===== config.mk =====
export PLATFORM = sky130hd
export DESIGN_NAME = first_fit_region_bitmap_allocator_top
export DESIGN_NICKNAME = d
export VERILOG_FILES = /design/src/ffa_pkg.sv /design/src/ffa_front.sv /design/src/ffa_queue.sv /design/src/ffa_back.sv /design/src/first_fit_region_bitmap_allocator_top.sv
export SDC_FILE = /design/constraint.sdc
export NUM_CORES = 2
export LEC_CHECK = 0
export BUFFER_PORTS_ARGS = -buffer_cell sky130_fd_sc_hd__buf_2
export CORE_MARGIN = 2
export CORE_UTILIZATION = 50
export DETAILED_ROUTE_END_ITERATION = 10
export GPL_ROUTABILITY_DRIVEN = 0
export MAX_ROUTING_LAYER = met4
export PLACE_DENSITY = 0.66
export SYNTH_ARGS = -nofsm -noshare
export SYNTH_HDL_FRONTEND = slang
export SYNTH_SLANG_ARGS = --single-unit
export TNS_END_PERCENT = 20

===== constraint.sdc =====
create_clock -name clock -period 9.2 [get_ports clock]
set_input_delay 0 -clock clock [delete_from_list [all_inputs] [get_ports clock]]
set_output_delay 0 -clock clock [all_outputs]
set_load 0.05 [all_outputs]

===== src/ffa_pkg.sv =====
// shared types and constants for the first-fit region bitmap allocator
// no dependencies; used by ffa_front, ffa_queue, ffa_back and the top level
package ffa_pkg;

   // region map geometry: 1024 regions kept as 64 words of 16 bits
   localparam int MAX_REGIONS = 1024;
   localparam int WORD_BITS   = 16;
   localparam int NUM_WORDS   = MAX_REGIONS / WORD_BITS;

   localparam logic [10:0] POOL_RESET = 11'd1024;
   localparam logic [10:0] POOL_MAX   = 11'd1024;

   // request kinds as seen on the input channel
   localparam logic KIND_ALLOC = 1'b0;
   localparam logic KIND_FREE  = 1'b1;

   // classified operations handed from front to back
   localparam logic [1:0] OP_ALLOC   = 2'd0;
   localparam logic [1:0] OP_FREE    = 2'd1;
   localparam logic [1:0] OP_NOSPACE = 2'd2;
   localparam logic [1:0] OP_BADADDR = 2'd3;

   // result status codes
   localparam logic [1:0] STAT_OK      = 2'd0;
   localparam logic [1:0] STAT_NOSPACE = 2'd1;
   localparam logic [1:0] STAT_RANGE   = 2'd2;

   typedef struct packed {
      logic [1:0]  op;
      logic [11:0] need;   // regions requested, at least one
      logic [9:0]  lo;     // first region to clear (free only)
      logic [9:0]  hi;     // last region to clear (free only)
      logic [10:0] limit;  // usable pool size in regions
   } cmd_type;

endpackage


===== src/ffa_front.sv =====
// front end: pool size register and classification of incoming requests
// depends on ffa_pkg
module ffa_front (
   input  logic             clock,
   input  logic             reset,
   input  logic             req_kind,
   input  logic [19:0]      req_page_count,
   input  logic [40:0]      req_free_address,
   input  logic             csr_valid,
   input  logic [10:0]      csr_data,
   output ffa_pkg::cmd_type cmd
);

   logic [10:0] pool_ff, pool_in;
   logic [10:0] limit;
   logic [20:0] page_sum;
   logic [11:0] need_raw, need;
   logic [18:0] slot;
   logic        bad_addr;
   logic [12:0] end_raw;
   logic [10:0] end_clip;

   assign pool_in = csr_valid ? csr_data : pool_ff;

   always_ff @(posedge clock) begin
      if (reset) begin
         pool_ff <= ffa_pkg::POOL_RESET;
      end else begin
         pool_ff <= pool_in;
      end
   end

   assign limit    = (pool_ff > ffa_pkg::POOL_MAX) ? ffa_pkg::POOL_MAX : pool_ff;
   assign page_sum = {1'b0, req_page_count} + 21'd511;
   assign need_raw = page_sum[20:9];
   assign need     = (need_raw == 12'd0) ? 12'd1 : need_raw;

   // free: region index relative to the pool base at 1 TB
   assign slot     = req_free_address[39:21];
   assign bad_addr = !req_free_address[40] || (slot >= {8'd0, limit});
   assign end_raw  = {3'd0, slot[9:0]} + {1'b0, need};
   assign end_clip = (end_raw > {2'd0, limit}) ? limit : end_raw[10:0];

   always_comb begin
      cmd.need  = need;
      cmd.limit = limit;
      cmd.lo    = 10'd0;
      cmd.hi    = 10'd0;
      if (req_kind == ffa_pkg::KIND_ALLOC) begin
         cmd.op = (need > {1'b0, limit}) ? ffa_pkg::OP_NOSPACE : ffa_pkg::OP_ALLOC;
      end else begin
         cmd.op = bad_addr ? ffa_pkg::OP_BADADDR : ffa_pkg::OP_FREE;
         cmd.lo = slot[9:0];
         cmd.hi = 10'(end_clip - 11'd1);
      end
   end

endmodule


===== src/ffa_queue.sv =====
// two-entry command queue between front and back
// depends on ffa_pkg
module ffa_queue (
   input  logic             clock,
   input  logic             reset,
   input  logic             in_valid,
   output logic             in_ready,
   input  ffa_pkg::cmd_type in_cmd,
   output logic             out_valid,
   input  logic             out_ready,
   output ffa_pkg::cmd_type out_cmd
);

   ffa_pkg::cmd_type slot_ff [2];
   logic       wr_ptr_ff, wr_ptr_in;
   logic       rd_ptr_ff, rd_ptr_in;
   logic [1:0] count_ff, count_in;
   logic       push, pop;

   assign in_ready  = (count_ff != 2'd2);
   assign out_valid = (count_ff != 2'd0);
   assign out_cmd   = slot_ff[rd_ptr_ff];
   assign push      = in_valid && in_ready;
   assign pop       = out_valid && out_ready;

   assign wr_ptr_in = push ? !wr_ptr_ff : wr_ptr_ff;
   assign rd_ptr_in = pop ? !rd_ptr_ff : rd_ptr_ff;

   always_comb begin
      count_in = count_ff;
      if (push && !pop) begin
         count_in = count_ff + 2'd1;
      end else if (pop && !push) begin
         count_in = count_ff - 2'd1;
      end
   end

   always_ff @(posedge clock) begin
      if (reset) begin
         wr_ptr_ff <= 1'b0;
         rd_ptr_ff <= 1'b0;
         count_ff  <= 2'd0;
      end else begin
         wr_ptr_ff <= wr_ptr_in;
         rd_ptr_ff <= rd_ptr_in;
         count_ff  <= count_in;
      end
   end

   always_ff @(posedge clock) begin
      if (push) begin
         slot_ff[wr_ptr_ff] <= in_cmd;
      end
   end

endmodule


===== src/ffa_back.sv =====
// back end: region map memory, word-serial first-fit scan and range update
// depends on ffa_pkg
module ffa_back (
   input  logic             clock,
   input  logic             reset,
   input  logic             cmd_valid,
   output logic             cmd_ready,
   input  ffa_pkg::cmd_type cmd,
   output logic             rsp_valid,
   input  logic             rsp_ready,
   output logic [40:0]      rsp_address,
   output logic [1:0]       rsp_status
);

   localparam logic [1:0] B_IDLE = 2'd0;
   localparam logic [1:0] B_SCAN = 2'd1;
   localparam logic [1:0] B_UPD  = 2'd2;
   localparam logic [1:0] B_RESP = 2'd3;

   logic [1:0]       state_ff, state_in;
   ffa_pkg::cmd_type cmd_ff, cmd_in;
   logic [6:0]       next_ff, next_in;
   logic             dvalid_ff, dvalid_in;
   logic [5:0]       didx_ff, didx_in;
   logic [10:0]      carry_ff, carry_in;
   logic [9:0]       lo_ff, lo_in, hi_ff, hi_in;
   logic [40:0]      res_addr_ff, res_addr_in;
   logic [1:0]       res_stat_ff, res_stat_in;
   logic             rsp_valid_ff, rsp_valid_in;
   logic [40:0]      rsp_addr_ff, rsp_addr_in;
   logic [1:0]       rsp_stat_ff, rsp_stat_in;

   // map memory; a word never written reads as all free
   logic [15:0] map_mem [ffa_pkg::NUM_WORDS];
   logic [63:0] valid_ff;
   logic [15:0] rd_data_ff;
   logic        rd_ok_ff;
   logic        rd_en, wr_en;
   logic [5:0]  rd_idx, wr_idx;
   logic [15:0] wr_data;

   logic [15:0] word;
   logic [10:0] run [16];
   logic [15:0] hit;
   logic        found;
   logic [3:0]  hit_pos;
   logic [9:0]  hit_gidx;
   logic [11:0] start_wide;
   logic [9:0]  start;
   logic        word_last;
   logic [15:0] lo_mask, hi_mask, upd_word;
   logic        is_alloc;
   logic        stop;

   assign word     = rd_ok_ff ? rd_data_ff : 16'd0;
   assign is_alloc = (cmd_ff.op == ffa_pkg::OP_ALLOC);

   // run length ending at each bit of the current word
   always_comb begin
      logic       has_used;
      logic [3:0] lu;
      logic [9:0] gidx;
      for (int j = 0; j < 16; j++) begin
         has_used = 1'b0;
         lu       = 4'd0;
         for (int k = 0; k < 16; k++) begin
            if (k <= j && word[k]) begin
               has_used = 1'b1;
               lu       = 4'(k);
            end
         end
         run[j] = has_used ? (11'(j) - {7'd0, lu}) : (carry_ff + 11'(j) + 11'd1);
         gidx   = {didx_ff, 4'(j)};
         hit[j] = !word[j] && ({1'b0, run[j]} >= cmd_ff.need)
                  && ({1'b0, gidx} < cmd_ff.limit);
      end
   end

   always_comb begin
      found   = 1'b0;
      hit_pos = 4'd0;
      for (int j = 15; j >= 0; j--) begin
         if (hit[j]) begin
            found   = 1'b1;
            hit_pos = 4'(j);
         end
      end
   end

   assign hit_gidx   = {didx_ff, hit_pos};
   assign start_wide = {2'd0, hit_gidx} + 12'd1 - cmd_ff.need;
   assign start      = start_wide[9:0];
   assign word_last  = ({1'b0, didx_ff, 4'd0} + 11'd16) >= cmd_ff.limit;

   // bit mask of the update range inside the current word
   assign lo_mask  = (didx_ff == lo_ff[9:4]) ? (16'hFFFF << lo_ff[3:0]) : 16'hFFFF;
   assign hi_mask  = (didx_ff == hi_ff[9:4]) ? (16'hFFFF >> (4'd15 - hi_ff[3:0]))
                                             : 16'hFFFF;
   assign upd_word = is_alloc ? (word | (lo_mask & hi_mask))
                              : (word & ~(lo_mask & hi_mask));

   assign cmd_ready = (state_ff == B_IDLE);

   always_comb begin
      state_in     = state_ff;
      cmd_in       = cmd_ff;
      next_in      = next_ff;
      dvalid_in    = 1'b0;
      didx_in      = didx_ff;
      carry_in     = carry_ff;
      lo_in        = lo_ff;
      hi_in        = hi_ff;
      res_addr_in  = res_addr_ff;
      res_stat_in  = res_stat_ff;
      rsp_valid_in = rsp_valid_ff && !rsp_ready;
      rsp_addr_in  = rsp_addr_ff;
      rsp_stat_in  = rsp_stat_ff;
      rd_en        = 1'b0;
      rd_idx       = next_ff[5:0];
      wr_en        = 1'b0;
      wr_idx       = didx_ff;
      wr_data      = upd_word;
      stop         = 1'b0;
      case (state_ff)
         B_IDLE: begin
            if (cmd_valid) begin
               cmd_in      = cmd;
               res_addr_in = 41'd0;
               res_stat_in = ffa_pkg::STAT_OK;
               next_in     = 7'd0;
               carry_in    = 11'd0;
               case (cmd.op)
                  ffa_pkg::OP_ALLOC: begin
                     state_in = B_SCAN;
                  end
                  ffa_pkg::OP_FREE: begin
                     lo_in    = cmd.lo;
                     hi_in    = cmd.hi;
                     next_in  = {1'b0, cmd.lo[9:4]};
                     state_in = B_UPD;
                  end
                  ffa_pkg::OP_NOSPACE: begin
                     res_stat_in = ffa_pkg::STAT_NOSPACE;
                     state_in    = B_RESP;
                  end
                  default: begin
                     res_stat_in = ffa_pkg::STAT_RANGE;
                     state_in    = B_RESP;
                  end
               endcase
            end
         end
         B_SCAN: begin
            if (dvalid_ff) begin
               if (found) begin
                  lo_in       = start;
                  hi_in       = hit_gidx;
                  res_addr_in = {1'b1, 9'd0, start, 21'd0};
                  next_in     = {1'b0, start[9:4]};
                  state_in    = B_UPD;
                  stop        = 1'b1;
               end else if (word_last) begin
                  res_stat_in = ffa_pkg::STAT_NOSPACE;
                  state_in    = B_RESP;
                  stop        = 1'b1;
               end else begin
                  carry_in = run[15];
               end
            end
            if (!next_ff[6] && !stop) begin
               rd_en     = 1'b1;
               dvalid_in = 1'b1;
               didx_in   = next_ff[5:0];
               next_in   = next_ff + 7'd1;
            end
         end
         B_UPD: begin
            if (dvalid_ff) begin
               wr_en = 1'b1;
               if (didx_ff == hi_ff[9:4]) begin
                  state_in = B_RESP;
                  stop     = 1'b1;
               end
            end
            if ((next_ff <= {1'b0, hi_ff[9:4]}) && !stop) begin
               rd_en     = 1'b1;
               dvalid_in = 1'b1;
               didx_in   = next_ff[5:0];
               next_in   = next_ff + 7'd1;
            end
         end
         B_RESP: begin
            if (!rsp_valid_ff || rsp_ready) begin
               rsp_valid_in = 1'b1;
               rsp_addr_in  = res_addr_ff;
               rsp_stat_in  = res_stat_ff;
               state_in     = B_IDLE;
            end
         end
         default: begin
            state_in = B_IDLE;
         end
      endcase
   end

   always_ff @(posedge clock) begin
      if (reset) begin
         state_ff     <= B_IDLE;
         dvalid_ff    <= 1'b0;
         rsp_valid_ff <= 1'b0;
         valid_ff     <= 64'd0;
      end else begin
         state_ff     <= state_in;
         dvalid_ff    <= dvalid_in;
         rsp_valid_ff <= rsp_valid_in;
         if (wr_en) begin
            valid_ff[wr_idx] <= 1'b1;
         end
      end
   end

   always_ff @(posedge clock) begin
      cmd_ff      <= cmd_in;
      next_ff     <= next_in;
      didx_ff     <= didx_in;
      carry_ff    <= carry_in;
      lo_ff       <= lo_in;
      hi_ff       <= hi_in;
      res_addr_ff <= res_addr_in;
      res_stat_ff <= res_stat_in;
      rsp_addr_ff <= rsp_addr_in;
      rsp_stat_ff <= rsp_stat_in;
   end

   always_ff @(posedge clock) begin
      if (wr_en) begin
         map_mem[wr_idx] <= wr_data;
      end
   end

   always_ff @(posedge clock) begin
      if (rd_en) begin
         rd_data_ff <= map_mem[rd_idx];
         rd_ok_ff   <= valid_ff[rd_idx];
      end
   end

   assign rsp_valid   = rsp_valid_ff;
   assign rsp_address = rsp_addr_ff;
   assign rsp_status  = rsp_stat_ff;

endmodule


===== src/first_fit_region_bitmap_allocator_top.sv =====
// top level of the first-fit region bitmap allocator
// depends on ffa_pkg, ffa_front, ffa_queue and ffa_back
// req channel: one beat per request; tuser is the kind (0 allocate, 1 free),
//   tdata carries the page count and, for a free, the address to release
// rsp channel: exactly one beat per request, in request order; tdata is the
//   allocated base address (zero on failure and on every free), tuser the status
// csr channel: writes the pool size in 2 MB regions; ready is always high,
//   write only while no request is outstanding
// timing: the front classifies a request in the cycle it is taken and queues it
//   (two entries), so req stays ready while the back is busy until both are full
//   the back reads the 64-word region map one word per cycle through a single
//   read port: an allocate scans words until a fit and then marks the range,
//   a free clears its range, and a rejected request goes straight to the result;
//   the worst case is a full scan plus a full mark
// reset: the map comes up all free through per-word valid bits, no clearing pass;
//   pool size resets to 1024 regions
// stall: a finished result sits in the output register; the back waits there and
//   the queue absorbs up to two further requests before req drops
module first_fit_region_bitmap_allocator_top (
   input  logic        clock,
   input  logic        reset,
   // request beat
   input  logic        req_tvalid,
   output logic        req_tready,
   input  logic [63:0] req_tdata,   // [19:0] page_count, [60:20] free_address, rest zero
   input  logic [0:0]  req_tuser,   // [0] kind
   // result beat
   output logic        rsp_tvalid,
   input  logic        rsp_tready,
   output logic [47:0] rsp_tdata,   // [40:0] region_address, rest zero
   output logic [1:0]  rsp_tuser,   // [1:0] status
   // pool size register
   input  logic        csr_valid,
   output logic        csr_ready,
   input  logic [10:0] csr_data     // pool_regions
);

   ffa_pkg::cmd_type front_cmd;
   ffa_pkg::cmd_type back_cmd;
   logic             q_in_ready;
   logic             q_out_valid;
   logic             q_out_ready;
   logic [40:0]      rsp_address;
   logic [1:0]       rsp_status;

   assign csr_ready  = 1'b1;
   assign req_tready = q_in_ready;

   // front: size rounding, pool bounds, early rejects
   ffa_front u_front (
      .clock            (clock),
      .reset            (reset),
      .req_kind         (req_tuser[0]),
      .req_page_count   (req_tdata[19:0]),
      .req_free_address (req_tdata[60:20]),
      .csr_valid        (csr_valid && csr_ready),
      .csr_data         (csr_data),
      .cmd              (front_cmd)
   );

   // decoupling queue
   ffa_queue u_queue (
      .clock     (clock),
      .reset     (reset),
      .in_valid  (req_tvalid),
      .in_ready  (q_in_ready),
      .in_cmd    (front_cmd),
      .out_valid (q_out_valid),
      .out_ready (q_out_ready),
      .out_cmd   (back_cmd)
   );

   // back: map scan and update, result register
   ffa_back u_back (
      .clock       (clock),
      .reset       (reset),
      .cmd_valid   (q_out_valid),
      .cmd_ready   (q_out_ready),
      .cmd         (back_cmd),
      .rsp_valid   (rsp_tvalid),
      .rsp_ready   (rsp_tready),
      .rsp_address (rsp_address),
      .rsp_status  (rsp_status)
   );

   assign rsp_tdata = {7'd0, rsp_address};
   assign rsp_tuser = rsp_status;

`ifndef SYNTHESIS
   // results with an error status never carry an address
   a_addr_zero_on_error: assert property (@(posedge clock) disable iff (reset)
      (rsp_tvalid && rsp_tuser != ffa_pkg::STAT_OK) |-> (rsp_tdata == 48'd0))
      else $error("nonzero address with error status");

   // a granted address always lies in the pool above 1 TB
   a_addr_in_pool: assert property (@(posedge clock) disable iff (reset)
      (rsp_tvalid && rsp_tdata != 48'd0) |-> (rsp_tdata[40] && rsp_tdata[39:31] == 9'd0
                                              && rsp_tdata[20:0] == 21'd0))
      else $error("allocated address outside pool or misaligned");

   // the back takes a command only when the queue offers one
   a_pop_needs_entry: assert property (@(posedge clock) disable iff (reset)
      (q_out_ready && !q_out_valid) |=> !rsp_tvalid || $stable(rsp_tdata) || $past(rsp_tready))
      else $error("result changed without a command");
`endif

endmodule

==> reports/qor.yml <==
cts:
  clkSinkCount: 1310
  root_buffer: "clkbuf_16"
  numCtsBuffers: 135
  cts.htree.levels: 4
  clock_path_buffers: 3
  clkSlewWorstSetupHoldPaths_ns: 0.06
  cts_tree: "yes"
  insertion_delay_ns: 0.76
flow_run:
  max_cap_viol_count: 0
finish:
  area_growth_pct: 13.1
  fill_cells: 9206
  final_area_um2: 69200
  fin_nets: 4447
  final_cell_count_no_fill: 5812
  final_util_pct: 56.9
  drive_gt1_share_pct: 21.5
power:
  powerDensity_nw_per_um2: 306
  ir_drop_mv: 0.352
  leakagePower_uw: 0.0238
sta:
  clock.fmax_ghz: 0.121
  fin_crit_sh_pct: 89.8
  final.setup_skew_ns: 0.0321
  worst_slew_margin_rel_pct: 15.5
  drv_slew: 0
  timing.final.crit_period_ns: 8.27
  holdWs_ns: 0.120
  rsz0062_at_grt: "no"
  tightest_slew_ns: 1.27
  hold_viol_final: 0
  setup_viol: 0
  setup_tns_ns: 0
synthesis:
  synth.area.top_cells: "edfxtp_1 (60%), mux4_2 (13%), ha_1 (5.9%), dfxtp_1 (2.7%), nor2_1 (1.9%)"
  synthXorXnorAreaFrac_pct: 2.42
  synth_top_area_share_pct: 60.2
  syn_area_per_cell_um2: 16.0
  synth_area_leader_cell: "edfxtp_1"
  yosys_warnings: 0
  synth_flop_cell: "edfxtp_1"
  synth_compound_area_share_pct: 5.84
  synth_area_um2: 61200
  ys_types: 90
  syn_inst: 3834
  synth_top_family_by_area: "multiplexers"
  synth_common_cells: "edfxtp_1 (1,226), mux4_2 (359), nor2_1 (310)"
  yosysSeqAreaShare_pct: 62.9
  synthMuxAreaShare_pct: 14.5
  synth-seq-cells: 1310
  synth_edf_count: 1226
  synth.most_common_cell: "edfxtp_1"
  yosys.area_share.simple_pct: 6.21
  synth_async_sr_flop_share_pct: 0
  synth-adder-area-share_pct: 6.00
outcome:
  status: "completed"
global_route:
  grt_pass1_vias: 35030
  grt_max_degree: 137
  antenna_found_initial: 1
  gr-total-overflow: 0
  grt_first_pass_wirelength_um: 230000
  track_usage_pct: 25.7
worst_setup_path:
  crit_start: "u_back.rd_ok_ff$_DFFE_PP_"
  criticalPathCategory: "register to register"
  crit_family: "compound AO/OA/AOI/OAI gates"
  cp_max_fo: 15
  crit_path_start_kind: "register"
  path_common_cell: "a21oi_1"
  cp-end-kind: "register"
  slowest_stage: "edfxtp_1"
  cp.required_ns: 9.80
  timing.rr.start: "u_back.rd_ok_ff$_DFFE_PP_"
  path_buf_inv: 1
  cp_slowest_stage_delay_ns: 0.61
  arrival_ns: 8.86
min_path:
  worstHoldStart: "req_tdata[1]"
  hold_path_class: "input pin to register"
drt:
  vias: 35104
  wl_um: 155000
  first_pass_iters: 5
  drc: 0
  drtIter0Drc: 3616
  drt-vias-per-instance: 6.04
  ant_nets: 0
  wl_per_cell_um: 26.6
placed_design:
  place_area_um2: 64000
  dp_hpwl_um: 96100
  io_buffers: 71
  post-place-cells: 5477
die:
  io_pins: 134
  core_area_um2: 122000
  fp.dieW_um: 354
  num_rows: 128
  initial_utilization_pct: 50.3
  die-area_um2: 125000
  fp.dieH_um: 354
-- cell usage in the layout, fill, tap and decap left out, types with 38 or more instances in the layout --
cell type	n
clkbuf_16	137
buf_2	71
mux2i_1	39
a21oi_1	117
inv_1	88
o21a_1	86
ha_1	290
nor2b_1	38
conb_1	38
clkbuf_1	39
edfxtp_1	1226
o21ai_0	108
xnor2_1	76
xor2_1	93
nand2_1	170
nor2_2	65
nor2_1	245
dlygate4sd3_1	84
dfxtp_1	83
buf_4	116
nand3_1	69
mux4_2	359
-- state kept, by name, summed over array words and instances (netlist names), 2 cells and up, named ones only --
register and flops:
u_queue.slot_ff 90, u_back.valid_ff 64, u_back.res_stat_ff 2, u_back.map_mem 1024, u_back.carry_ff 11, u_back.cmd_ff 25
u_back.didx_ff 6, u_back.state_ff 2, u_queue.count_ff 2, u_back.next_ff 7, u_front.pool_ff 11, u_back.res_addr_ff 11
u_back.hi_ff 10, u_back.rd_data_ff 16, u_back.rsp_address 11, u_back.lo_ff 10, u_back.rsp_status 2
-- final cells by class --
cell class | count | area, um2 | area share (%)
timing repair buffer | 275 | 2150 | 3.10
multi-input combinational | 2261 | 21900 | 31.6
tap | 1625 | 2030 | 2.94
clock buffer | 183 | 3670 | 5.31
antenna | 1 | 2.50 | 0.00362
inverter | 91 | 342 | 0.494
sequential | 1310 | 38500 | 55.7
clock inverter | 66 | 614 | 0.888
-- metal layers --
metal,track usage [%],routed length [um]
met5,-,0
met4,7.78,4170
met3,3.48,9490
met2,41.2,76500
met1,34.3,64400
-- stage by stage --
stage | power, uW | setup WS, ns
detailed placement | 15900 | 0.892
floorplan | 13400 | 2.51
global route | 22100 | 0.166
CTS | 21300 | 0.866
global placement | 15800 | 1.04
finish | 21100 | 0.935
-- worst reg2reg max path, delay by kind of cell (launching register included) --
kind            cells  cell delay (ns)
fa+ha+maj           5             1.34
simple gates        5             1.19
buf+inv             1             0.05
compound gates     22             4.91
flops               1             0.61
-- power breakdown --
| group | switching, uW | internal, uW | leakage, uW |
|---|---|---|---|
| registers | 357 | 7570 | 0.0119 |
| logic | 4840 | 3110 | 0.00984 |
| clock network | 2290 | 2970 | 0.00206 |
| total | 7490 | 13700 | 0.0238 |
-- timing repair --
item / in CTS / in global routing
buffers inserted: 0 / 1
endpoints found under the hold margin: 87 / 0
hold buffers: 84 / 0
setup endpoints to repair: 0 / 1
gates resized for setup: 0 / 0
-- kinds of logic after synthesis --
| group | count (synthesis) |
|---|---|
| AO/OA/AOI/OAI | 534 |
| XOR/XNOR | 169 |
| adder cells (fa/ha/maj) | 292 |
| buffers and inverters | 299 |
| flip-flops | 1310 |
| multiplexers | 431 |
| other | 2 |
| AND/OR/NAND/NOR | 797 |
-- path summary, 6_finish.rpt --
| path | to | slack, ns | cells after the start |
|---|---|---|---|
| hold / removal | u_queue.slot_ff[1][32]$_DFFE_PP_ | 0.12 | 4 |
| hold reg to reg | u_back.rsp_address[40]$_DFFE_PP_ | 0.42 | 0 |
| setup / recovery | u_back.next_ff[5]$_DFFE_PP_ | 0.93 | 33 |
| setup reg to reg | u_back.next_ff[5]$_DFFE_PP_ | 0.93 | 33 |
No activity file was read; power rests on OpenSTA's default activity.
